**src/hdl/wavetable_sound_channel_unit_defines.svh**
```systemverilog
// Assertion macros shared by the wavetable channel RTL.
`ifndef WAVETABLE_SOUND_CHANNEL_UNIT_DEFINES_SVH
`define WAVETABLE_SOUND_CHANNEL_UNIT_DEFINES_SVH

// Same-cycle implication, checked outside reset.
`define WSC_ASSERT_NOW(label, clk, rst_n, ante, cons, msg) \
  label: assert property (@(posedge clk) disable iff (!rst_n) (ante) |-> (cons)) \
    else $error(msg);

// Next-cycle implication, checked outside reset.
`define WSC_ASSERT_NEXT(label, clk, rst_n, ante, cons, msg) \
  label: assert property (@(posedge clk) disable iff (!rst_n) (ante) |=> (cons)) \
    else $error(msg);

`endif

```
**src/hdl/wsc_pkg.sv**
```systemverilog
// Shared types and constants for the wavetable sound channel.
`timescale 1ns / 1ps
package wsc_pkg;

  typedef enum logic [2:0] {
    ACT_TICK      = 3'd0,
    ACT_LEN_TICK  = 3'd1,
    ACT_REG_WRITE = 3'd2,
    ACT_REG_READ  = 3'd3,
    ACT_WAVE_WR   = 3'd4,
    ACT_WAVE_RD   = 3'd5
  } action_t;

  localparam logic [3:0] REG_DAC    = 4'd0;
  localparam logic [3:0] REG_LENGTH = 4'd1;
  localparam logic [3:0] REG_VOLUME = 4'd2;
  localparam logic [3:0] REG_FREQ_LO = 4'd3;
  localparam logic [3:0] REG_CTRL   = 4'd4;

  localparam int WAVE_DEPTH = 16;
  localparam int WAVE_AW    = 4;
  localparam logic [7:0] READ_OPEN = 8'hFF;

  // Reload value of the wave timer: (2048 - freq) * 2, 13 bits.
  function automatic logic [12:0] timer_period(input logic [10:0] freq);
    logic [11:0] diff;
    diff = 12'd2048 - {1'b0, freq};
    return {diff, 1'b0};
  endfunction

endpackage

```
**src/hdl/wsc_wave_ram.sv**
```systemverilog
// 16-byte wave RAM with a write port and two registered read ports.
`timescale 1ns / 1ps
module wsc_wave_ram
  import wsc_pkg::*;
(
  input  logic               clk,
  input  logic               rst_n,
  input  logic               wr_en,
  input  logic [WAVE_AW-1:0] wr_addr,
  input  logic [7:0]         wr_data,
  input  logic               a_en,
  input  logic [WAVE_AW-1:0] a_addr,
  output logic [7:0]         a_data,
  input  logic               b_en,
  input  logic [WAVE_AW-1:0] b_addr,
  output logic [7:0]         b_data
);

  logic [7:0]            mem [WAVE_DEPTH];
  logic [WAVE_DEPTH-1:0] valid_r;
  logic [7:0]            a_data_r;
  logic [7:0]            b_data_r;

  always_ff @(posedge clk) begin
    if (wr_en) begin
      mem[wr_addr] <= wr_data;
    end
  end

  // Entries never written read as zero.
  always_ff @(posedge clk) begin
    if (!rst_n) begin
      valid_r  <= '0;
      a_data_r <= '0;
      b_data_r <= '0;
    end else begin
      if (wr_en) begin
        valid_r[wr_addr] <= 1'b1;
      end
      if (a_en) begin
        a_data_r <= valid_r[a_addr] ? mem[a_addr] : 8'h00;
      end
      if (b_en) begin
        b_data_r <= valid_r[b_addr] ? mem[b_addr] : 8'h00;
      end
    end
  end

  assign a_data = a_data_r;
  assign b_data = b_data_r;

endmodule

```
**src/hdl/wavetable_sound_channel_unit.sv**
```systemverilog
// Top level of the wavetable sound channel.
// The channel takes one action per transfer and returns exactly one result per action.
// An action is accepted in every cycle in which the output register is empty or being
// drained, so the sustained rate is one action per clock unless the output stalls; the
// result appears in the output register in the cycle after its action is accepted.
// Register state and the wave RAM are updated at the accepting edge, and wave RAM reads
// land in that RAM's registered read ports, which double as the sample latch and the read-back data.
`timescale 1ns / 1ps
`include "wavetable_sound_channel_unit_defines.svh"
module wavetable_sound_channel_unit
  import wsc_pkg::*;
(
  input  logic        clk,
  input  logic        rst_n,
  input  logic        in_tvalid,
  output logic        in_tready,
  input  logic [23:0] in_tdata,   // [3:0] addr, [11:4] data, [18:12] tick_cycles, rest zero
  input  logic [2:0]  in_tuser,   // [2:0] action
  output logic        out_tvalid,
  input  logic        out_tready,
  output logic [15:0] out_tdata   // [3:0] sample, [11:4] read_data, rest zero
);

  logic [3:0]  in_addr;
  logic [7:0]  in_data;
  logic [6:0]  in_cycles;
  logic        accept;

  logic        dac_on_r, dac_on_nxt;
  logic        chan_en_r, chan_en_nxt;
  logic [8:0]  len_left_r, len_left_nxt;
  logic        len_on_r, len_on_nxt;
  logic [1:0]  vol_r, vol_nxt;
  logic [10:0] freq_r, freq_nxt;
  logic [12:0] count_r, count_nxt;
  logic [4:0]  pos_r, pos_nxt;
  logic        lat_lo_r, lat_lo_nxt;

  logic        out_valid_r;
  logic [3:0]  out_smp_r, out_smp_nxt;
  logic [7:0]  out_rd_r, out_rd_nxt;
  logic        out_wave_r, out_wave_nxt;

  logic        expire;
  logic [3:0]  latch_nib;
  logic [3:0]  level;
  logic [7:0]  lat_byte;
  logic [7:0]  wave_rd;
  logic        ram_wr;
  logic        ram_a_en;
  logic        ram_b_en;

  assign in_addr   = in_tdata[3:0];
  assign in_data   = in_tdata[11:4];
  assign in_cycles = in_tdata[18:12];

  // no transfer is taken while reset is held
  assign in_tready = rst_n && (!out_valid_r || out_tready);
  assign accept    = in_tvalid && in_tready;

  assign expire    = ({6'd0, in_cycles} >= count_r);
  assign latch_nib = lat_lo_r ? lat_byte[3:0] : lat_byte[7:4];

  always_comb begin
    level = 4'd0;
    if (chan_en_r) begin
      case (vol_r)
        2'd1:    level = latch_nib;
        2'd2:    level = latch_nib >> 1;
        2'd3:    level = latch_nib >> 2;
        default: level = 4'd0;
      endcase
    end
  end

  assign ram_wr   = accept && (in_tuser == ACT_WAVE_WR);
  assign ram_b_en = accept && (in_tuser == ACT_WAVE_RD);
  assign ram_a_en = accept && (in_tuser == ACT_TICK) && expire;

  wsc_wave_ram u_wave_ram (
    .clk     (clk),
    .rst_n   (rst_n),
    .wr_en   (ram_wr),
    .wr_addr (in_addr),
    .wr_data (in_data),
    .a_en    (ram_a_en),
    .a_addr  (pos_nxt[4:1]),
    .a_data  (lat_byte),
    .b_en    (ram_b_en),
    .b_addr  (in_addr),
    .b_data  (wave_rd)
  );

  always_comb begin
    dac_on_nxt   = dac_on_r;
    chan_en_nxt  = chan_en_r;
    len_left_nxt = len_left_r;
    len_on_nxt   = len_on_r;
    vol_nxt      = vol_r;
    freq_nxt     = freq_r;
    count_nxt    = count_r;
    pos_nxt      = pos_r;
    lat_lo_nxt   = lat_lo_r;
    out_smp_nxt  = 4'd0;
    out_rd_nxt   = 8'd0;
    out_wave_nxt = 1'b0;
    case (in_tuser)
      ACT_TICK: begin
        out_smp_nxt = level;
        if (expire) begin
          count_nxt  = timer_period(freq_r);
          pos_nxt    = pos_r + 5'd1;
          lat_lo_nxt = pos_nxt[0];
        end else begin
          count_nxt = count_r - {6'd0, in_cycles};
        end
      end
      ACT_LEN_TICK: begin
        if (len_on_r && (len_left_r != 9'd0)) begin
          len_left_nxt = len_left_r - 9'd1;
          if (len_left_r == 9'd1) begin
            chan_en_nxt = 1'b0;
          end
        end
      end
      ACT_REG_WRITE: begin
        case (in_addr)
          REG_DAC: begin
            dac_on_nxt  = in_data[7];
            chan_en_nxt = chan_en_r && in_data[7];
          end
          REG_LENGTH:  len_left_nxt = 9'd256 - {1'b0, in_data};
          REG_VOLUME:  vol_nxt = in_data[6:5];
          REG_FREQ_LO: freq_nxt = {freq_r[10:8], in_data};
          REG_CTRL: begin
            freq_nxt   = {in_data[2:0], freq_r[7:0]};
            len_on_nxt = in_data[6];
            if (in_data[7]) begin
              // trigger: restart the voice, keep the latched sample
              chan_en_nxt = dac_on_r;
              if (len_left_r == 9'd0) begin
                len_left_nxt = 9'd256;
                len_on_nxt   = 1'b0;
              end
              count_nxt = timer_period(freq_nxt);
              pos_nxt   = 5'd0;
            end
          end
          default: ;
        endcase
      end
      ACT_REG_READ: begin
        case (in_addr)
          REG_DAC:    out_rd_nxt = {dac_on_r, 7'd0};
          REG_VOLUME: out_rd_nxt = {1'b0, vol_r, 5'd0};
          REG_CTRL:   out_rd_nxt = {1'b0, len_on_r, 6'd0};
          default:    out_rd_nxt = READ_OPEN;
        endcase
      end
      ACT_WAVE_RD: out_wave_nxt = 1'b1;
      default: ;
    endcase
  end

  always_ff @(posedge clk) begin
    if (!rst_n) begin
      dac_on_r    <= 1'b0;
      chan_en_r   <= 1'b0;
      len_left_r  <= '0;
      len_on_r    <= 1'b0;
      vol_r       <= '0;
      freq_r      <= '0;
      count_r     <= '0;
      pos_r       <= '0;
      lat_lo_r    <= 1'b0;
      out_valid_r <= 1'b0;
      out_wave_r  <= 1'b0;
    end else begin
      if (accept) begin
        dac_on_r   <= dac_on_nxt;
        chan_en_r  <= chan_en_nxt;
        len_left_r <= len_left_nxt;
        len_on_r   <= len_on_nxt;
        vol_r      <= vol_nxt;
        freq_r     <= freq_nxt;
        count_r    <= count_nxt;
        pos_r      <= pos_nxt;
        lat_lo_r   <= lat_lo_nxt;
        out_wave_r <= out_wave_nxt;
        out_valid_r <= 1'b1;
      end else if (out_tready) begin
        out_valid_r <= 1'b0;
      end
    end
  end

  always_ff @(posedge clk) begin
    if (accept) begin
      out_smp_r <= out_smp_nxt;
      out_rd_r  <= out_rd_nxt;
    end
  end

  assign out_tvalid = out_valid_r;
  assign out_tdata  = {4'd0, (out_wave_r ? wave_rd : out_rd_r), out_smp_r};

  `WSC_ASSERT_NOW(a_stall_blocks_in, clk, rst_n, out_valid_r && !out_tready, !in_tready, "input taken while result stalled")
  `WSC_ASSERT_NOW(a_dac_gates_chan, clk, rst_n, !dac_on_r, !chan_en_r, "channel enabled with DAC off")
  `WSC_ASSERT_NEXT(a_expire_reload, clk, rst_n, accept && (in_tuser == ACT_TICK) && expire, count_r == timer_period(freq_r), "timer did not reload on expiry")
  `WSC_ASSERT_NEXT(a_accept_gives_out, clk, rst_n, accept, out_valid_r, "accepted action gave no result")

endmodule

```
**config.mk**
```make
export PLATFORM = sky130hd
export DESIGN_NAME = wavetable_sound_channel_unit
export DESIGN_NICKNAME = d
export VERILOG_FILES = /design/src/hdl/wsc_pkg.sv /design/src/hdl/wsc_wave_ram.sv /design/src/hdl/wavetable_sound_channel_unit.sv
export VERILOG_INCLUDE_DIRS = /design/src /design/src/hdl
export SDC_FILE = /design/constraint.sdc
export NUM_CORES = 1
export LEC_CHECK = 0
export BUFFER_PORTS_ARGS = -buffer_cell sky130_fd_sc_hd__buf_4
export CAP_MARGIN = 30
export CORE_AREA = 2 2 141 143
export CTS_CLUSTER_SIZE = 40
export DETAILED_ROUTE_END_ITERATION = 7
export DIE_AREA = 0 0 143 145
export GPL_TIMING_DRIVEN = 0
export HOLD_SLACK_MARGIN = 0.05
export PLACE_DENSITY = 0.84
export SYNTH_ARGS = -nofsm -noshare
export SYNTH_HDL_FRONTEND = slang
export SYNTH_HIERARCHICAL = 1
export SYNTH_SLANG_ARGS = --single-unit
export TNS_END_PERCENT = 10
```
**constraint.sdc**
```tcl
create_clock -name clk -period 5.8 [get_ports clk]
set_input_delay 0.29 -clock clk [delete_from_list [all_inputs] [get_ports clk]]
set_output_delay 0.29 -clock clk [all_outputs]
set_load 0.01 [all_outputs]
```
# Yosys cells after proc, flatten, opt, wreduce, memory -nomap -nowiden
# Memory sizes are Yosys's and may differ from the RTL's.
# Cells that the tools add are included.
word_totals:
  rom_bits: 0
  wordCells: 121
  inputBits: 31
  ramBits: 128
  latchBits: 0
  output_inout_bits: 18
  n_memories: 1
  ff_bits: 90
classes:
  shift: 0
  div: 0
  reduce_logical: 29
  order_cmp: 4
  n_bitwise: 3
  add_sub_neg: 6
  n_mux: 38
  eq_ne: 22
  n_mul: 0
memory_table:
  columns: ["memory", "words", "word_bits", "read_ports", "rd_ports_with_merged_regs", "wr", "line_no", "text"]
  rows:
  - ["u_wave_ram.mem", 16, 8, 2, 0, 1, "wsc_wave_ram.sv:19", "logic [7:0] mem [WAVE_DEPTH];"]
ops:
  columns: ["cell", "count"]
  rows:
  - ["two-way mux 13 bit", 3]
  - ["one-hot mux 9 bit (2 select lines)", 2]
  - ["two-way mux 9 bit", 3]
  - ["one-hot mux 13 bit (2 select lines)", 1]
  - ["two-way mux 8 bit", 3]
  - ["one-hot mux 8 bit (3 select lines)", 1]
  - ["subtractor 12 x 11 -> 12 bit (first input constant)", 2]
  - ["one-hot mux 11 bit (2 select lines)", 1]
  - ["OR 16 bit", 1]
  - ["two-way mux 5 bit", 3]
  - ["greater-or-equal comparator 7 x 13 -> 1 bit", 1]
  - ["two-way mux 1 bit", 13]
  - ["subtractor 13 x 7 -> 13 bit", 1]
  - ["one-hot mux 4 bit (3 select lines)", 1]
  - ["AND reduction 3 bit", 4]
  - ["AND reduction 4 bit", 3]
  - ["AND reduction 6 bit", 2]
  - ["less-than comparator 4 x 5 -> 1 bit (second input constant)", 2]
  - ["inequality test 2 bit (second input constant)", 5]
  - ["one-hot mux 5 bit (2 select lines)", 1]
  - ["== test 9 x 1 -> 1 bit (second input constant)", 1]
  - ["logical AND 1 bit", 9]
  - ["logical NOT 9 bit", 1]
  - ["inequality test 3 bit (second input constant)", 3]
  - ["other kinds (26)", 35]

# Depth between registers and ports, before layout
logic_depth:
  depth_word: 7
  ltp_mapped: 18
  depth_no_buf: 12

# Hierarchy
# The synthesis kept the hierarchy.
by_module_without_submodules:
  columns: ["module", "area_each_um2", "cells_each", "n_inst"]
  rows:
  - ["wsc_wave_ram", 7354.6, 388, 1]
  - ["wavetable_sound_channel_unit", 3935.0, 489, 1]

# Worst setup path before layout
# OpenSTA, ideal clock, no wires.
synth_path:
  path_kind: "input -> register"
  startpoint: "in in_tdata[15]"
  endpoint: "reg u_wave_ram.a_data_r[0] (netlist: u_wave_ram/a_data[0])"
  n_path_buf: 4
  path_stages: 16
  t_required_ns: 5.678
  setup_slack_ns: 2.433
  arrival_ns: 3.246
  cell_sequence: "inv_1 ha_1 a211o_1 a211o_1 nor3_4 or2_1 buf_4 buf_6 a31oi_1 a31oi_1 buf_4 buf_4 mux4_2 mux2i_1 mux2_2 o21ai_0"
synth_between:
  elab_chain_len: 6
  word_cells_on_any_way: 8
  cone_classes: "order compare: 1; mux: 5; reduce/logical: 1; memory: 1"
synth_rtl:
  columns: ["element", "line_no", "text"]
  rows:
  - ["start, declared", "wavetable_sound_channel_unit.sv:17", "input logic [23:0] in_tdata,"]
  - ["greater-or-equal comparator 7 x 13 -> 1 bit *", "wavetable_sound_channel_unit.sv:61", "assign expire = ({6'd0, in_cycles} >= count_r);"]
  - ["two-way mux 5 bit *", "wavetable_sound_channel_unit.sv:110", "if (expire) begin"]
  - ["one-hot mux 5 bit (2 select lines) *", "wavetable_sound_channel_unit.sv:107", "case (in_tuser)"]
  - ["via pos_nxt[2]", "wavetable_sound_channel_unit.sv:36", "logic [4:0] pos_r, pos_nxt;"]
  - ["binary-select mux 1 bit (select 4 bit)", "wsc_wave_ram.sv:41", "a_data_r <= valid_r[a_addr] ? mem[a_addr] : 8'h00;"]
  - ["two-way mux 1 bit (not written as such)", "wsc_wave_ram.sv:41", null]
  - ["two-way mux 8 bit *", "wsc_wave_ram.sv:41", null]
  - ["end signal, assigned", "wsc_wave_ram.sv:41", null]
  - ["end, declared", "wsc_wave_ram.sv:21", "logic [7:0] a_data_r;"]
# The timed path passes the listed nets; every way through them passes the cells marked *. The select of a mux whose other input is x is not followed.
# A chain may end at the register's enable or synchronous reset.

# Worst setup path after layout
layout_path:
  startpoint: "reg count_r[6]"
  endpoint: "reg u_wave_ram.a_data_r[2] (netlist: u_wave_ram/a_data[2])"
layout_between:
  elab_chain_len: 6
  word_cells_on_any_way: 8
  cone_classes: "order compare: 1; mux: 5; reduce/logical: 1; memory: 1"
layout_rtl:
  columns: ["element", "line_no", "text"]
  rows:
  - ["start, declared", "wavetable_sound_channel_unit.sv:35", "logic [12:0] count_r, count_nxt;"]
  - ["start signal, assigned", "wavetable_sound_channel_unit.sv:186", "count_r <= count_nxt;"]
  - ["greater-or-equal comparator 7 x 13 -> 1 bit *", "wavetable_sound_channel_unit.sv:61", null]
  - ["two-way mux 5 bit *", "wavetable_sound_channel_unit.sv:110", null]
  - ["one-hot mux 5 bit (2 select lines) *", "wavetable_sound_channel_unit.sv:107", null]
  - ["via pos_nxt[3]", "wavetable_sound_channel_unit.sv:36", null]
  - ["binary-select mux 1 bit (select 4 bit)", "wsc_wave_ram.sv:41", null]
  - ["two-way mux 1 bit (not written as such)", "wsc_wave_ram.sv:41", null]
  - ["two-way mux 8 bit *", "wsc_wave_ram.sv:41", null]
# Marked as above.

==> results.py <==
metrics = {
    "timing": {
        "fmax_mhz": 239,
        "fin_skew_ns": 0.0217,
        "fin_ws_ns": 1.62,
        "tightest_slew_ns": 1.08,
        "min_period_ns": 4.18,
        "finalSetupViolCount": 0,
        "rsz0062_at_grt": "false",
        "report.final.slew_viol_count": 0,
        "max_slew_margin": 0.275,
        "post-route-period-util": 0.720,
        "tns_ns": 0,
        "hold_violations": 0,
    },
    "grt": {
        "grt_pass1_wl_mm": 45.2,
        "gr-total-overflow": 0,
        "met3_usage": 0.0528,
        "antenna_found_initial": 0,
        "top_usage_layer": "met2",
        "grt_max_degree": 23,
        "gr-usage-all-layers": 0.284,
        "grtUsageMet1": 0.388,
        "use_met2": 0.449,
        "grt_pass1_vias": 7898,
    },
    "worst_setup_path": {
        "crit_type": "flip-flop to flip-flop",
        "cp_max_fo": 10,
        "crit_arrival_ns": 4.57,
        "cp-end-kind": "flip-flop",
        "cp.required_ns": 6.20,
        "cp-start-kind": "flip-flop",
    },
    "routing": {
        "drt-pass1-iter-count": 5,
        "vias": 8258,
        "wirelength_mm": 29.4,
        "drt-initial-drc-count": 998,
        "wire_per_inst_um": 23.9,
        "viasPerCell": 6.71,
        "drcViolationCount": 0,
        "ant_nets": 0,
    },
    "cts": {
        "cts_buffers": 23,
        "clkTransAtPathRegs_ns": 0.06,
        "cts_sinks": 214,
        "cts_resized": 0,
        "cts_tree": "built",
        "clockBufferDepth": 3,
        "clk_latency_ns": 0.51,
        "cts-root-buf": "clkbuf_16",
        "cts_max_level": 1,
    },
    "synthesis": {
        "synth_seq_cells": 214,
        "synthFlopType": "edfxtp_1",
        "seq_area_frac_synth": 0.500,
        "synthCells": 877,
        "yosysTopAreaCell": "edfxtp_1",
        "yosysTopAreaCellShare": 0.362,
        "synth.avg_cell_area_um2": 12.9,
        "synthArstFlopShare": 0,
        "netlist_area_um2": 11300,
        "yosys-top-cells-area": "edfxtp_1 36%, dfxtp_1 14%, mux4_2 9.2%",
        "synthDistinctLibCells": 88,
        "synth_edf_count": 136,
        "yosys_warnings": 6,
    },
    "die": {
        "ios": 49,
        "coreArea_um2": 19200,
        "die_h_um": 145,
        "start_util": 0.588,
        "dieWidth_um": 143,
        "fp-row-count": 51,
        "die_area_um2": 20700,
    },
    "place": {
        "dpl_cell_area_um2": 12000,
        "gp_congestion": 0.928,
        "pre_cts_slack_ns": 1.64,
        "io_buffers": 37,
        "dpl.hpwl_mm": 20.3,
    },
    "cells_and_area": {
        "drive_above_1_share": 0.196,
        "antenna_cells": 0,
        "layout.nets": 994,
        "post-route-util": 0.665,
        "area_growth_pct": 13.2,
        "fill_cells": 1325,
        "final_cell_mix": "136 x edfxtp_1, 78 x dfxtp_1, 76 x nand2_1",
        "layout.cells.most_common": "edfxtp_1",
        "finalInstanceArea_um2": 12800,
    },
    "pwr": {
        "peakVddDrop_v": 0.000176,
        "p_total_mw": 3.38,
        "powerDensity_nw_per_um2": 265,
        "leakagePower_nw": 4.55,
    },
    "status": {
        "status": "completed",
    },
    "flow_run": {
        "maxCapViolations": 0,
    },
    "hold_path": {
        "min_path_type": "input pin to flip-flop",
    },
}
-- per-layer routing --
metal | vias to the layer above | routed length, um
li1 | 3561 | -
met1 | 4020 | 11200
met2 | 570 | 14000
met3 | 107 | 2890
met4 | 0 | 1290
met5 | - | 0
-- cell type report --
cell class,instances,area (um^2),share of cell area
sequential,214,5650,0.442
clock inverter,9,121,0.00950
inverter,33,124,0.00969
clock buffer,32,661,0.0517
buffer,55,317,0.0248
timing repair buffer,44,344,0.0269
multi-input combinational,578,5240,0.410
tap,265,332,0.0259
-- cells in the mapped netlist (4+ instances only) --
library cell and count:
nor2_1 51, xnor2_1 15, o31ai_1 5, o21ai_1 23
a21o_1 4, and2_1 14, o21ai_0 18, or3_1 5
o21a_1 18, o22ai_1 4, buf_6 6, edfxtp_1 136
buf_2 10, xor2_1 10, buf_4 10, nand3b_1 5
inv_1 25, a31oi_1 13, nand2_1 76, a21boi_1 6
nor4_1 6, a21oi_1 18, mux2i_1 26, mux2_2 15
clkbuf_1 24, nand4_1 11, o211ai_1 7, nor2b_1 13
mux4_2 46, o2111ai_1 4, nor3_1 17, clkinv_1 7
nand2b_1 8, dfxtp_1 78, mux4_1 34, nand3_1 21
ha_1 13
-- sequential cells by signal, summed over array words and instances, names as in the netlist --
name,count
u_wave_ram/b_data,8
out_tvalid,1
count_r,13
pos_r,5
u_wave_ram/valid_r,16
dac_on_r,1
out_rd_r,4
u_wave_ram/mem,128
freq_r,11
u_wave_ram/a_data,8
lat_lo_r,1
len_left_r,9
chan_en_r,1
out_smp_r,4
vol_r,2
len_on_r,1
out_wave_r,1
-- kinds of logic (layout without fill, tap and decap cells) --
family          after synthesis  in the layout  share of synthesized area
compound gates              158            158                     0.0966
fa+ha+maj                    14             14                     0.0162
mux                         122            122                      0.210
flops                       214            214                      0.500
simple gates                255            255                      0.118
buf+inv                      88            173                     0.0390
other cells                   1              4                   0.000332
xor+xnor                     25             25                     0.0194
-- worst max-delay path: stages (launching register included) --
cell and delay, ns:
dfxtp_1 0.31, ha_1 0.27, clkbuf_1 0.26, nand4b_1 0.24, o32ai_2 0.41, nor2_2 0.17, o31a_1 0.33, a31oi_1 0.19
buf_4 0.24, clkbuf_1 0.60, mux4_2 0.43, mux2i_1 0.26, mux2_2 0.27, o21ai_0 0.09
-- final timing paths --
| check | start | endpoint | slack, ns | cells after the start |
|---|---|---|---|---|
| min | out_tready | out_tvalid$_SDFFE_PN0P_ | 0.11 | 3 |
| min reg2reg | u_wave_ram/b_data[7]$_SDFFE_PN0P_ | u_wave_ram/b_data[7]$_SDFFE_PN0P_ | 0.44 | 2 |
| max reg2reg | count_r[6]$_SDFFE_PN0P_ | u_wave_ram/a_data[2]$_SDFFE_PN0P_ | 1.62 | 13 |
| max | count_r[6]$_SDFFE_PN0P_ | u_wave_ram/a_data[2]$_SDFFE_PN0P_ | 1.62 | 13 |
-- repair_timing --
item	CTS	global route
buffers inserted	0	0
hold buffers	1	0
setup endpoints to repair	0	0
endpoints found under the hold margin	1	0
-- metrics by stage --
step | std cells | hold WS [ns]
detailed placement | 1188 | 0.436
finish | 1230 | 0.108
global route | 1230 | 0.119
floorplan | 880 | 0.389
global placement | 1182 | 0.429
CTS | 1230 | 0.0955
-- power breakdown --
part / internal, mW / total (mW) / switching, mW
sequential: 1.62 / 1.63 / 0.00533
combinational: 0.0961 / 0.241 / 0.145
clock: 0.927 / 1.51 / 0.587
Power figures use the tool's default switching activity.
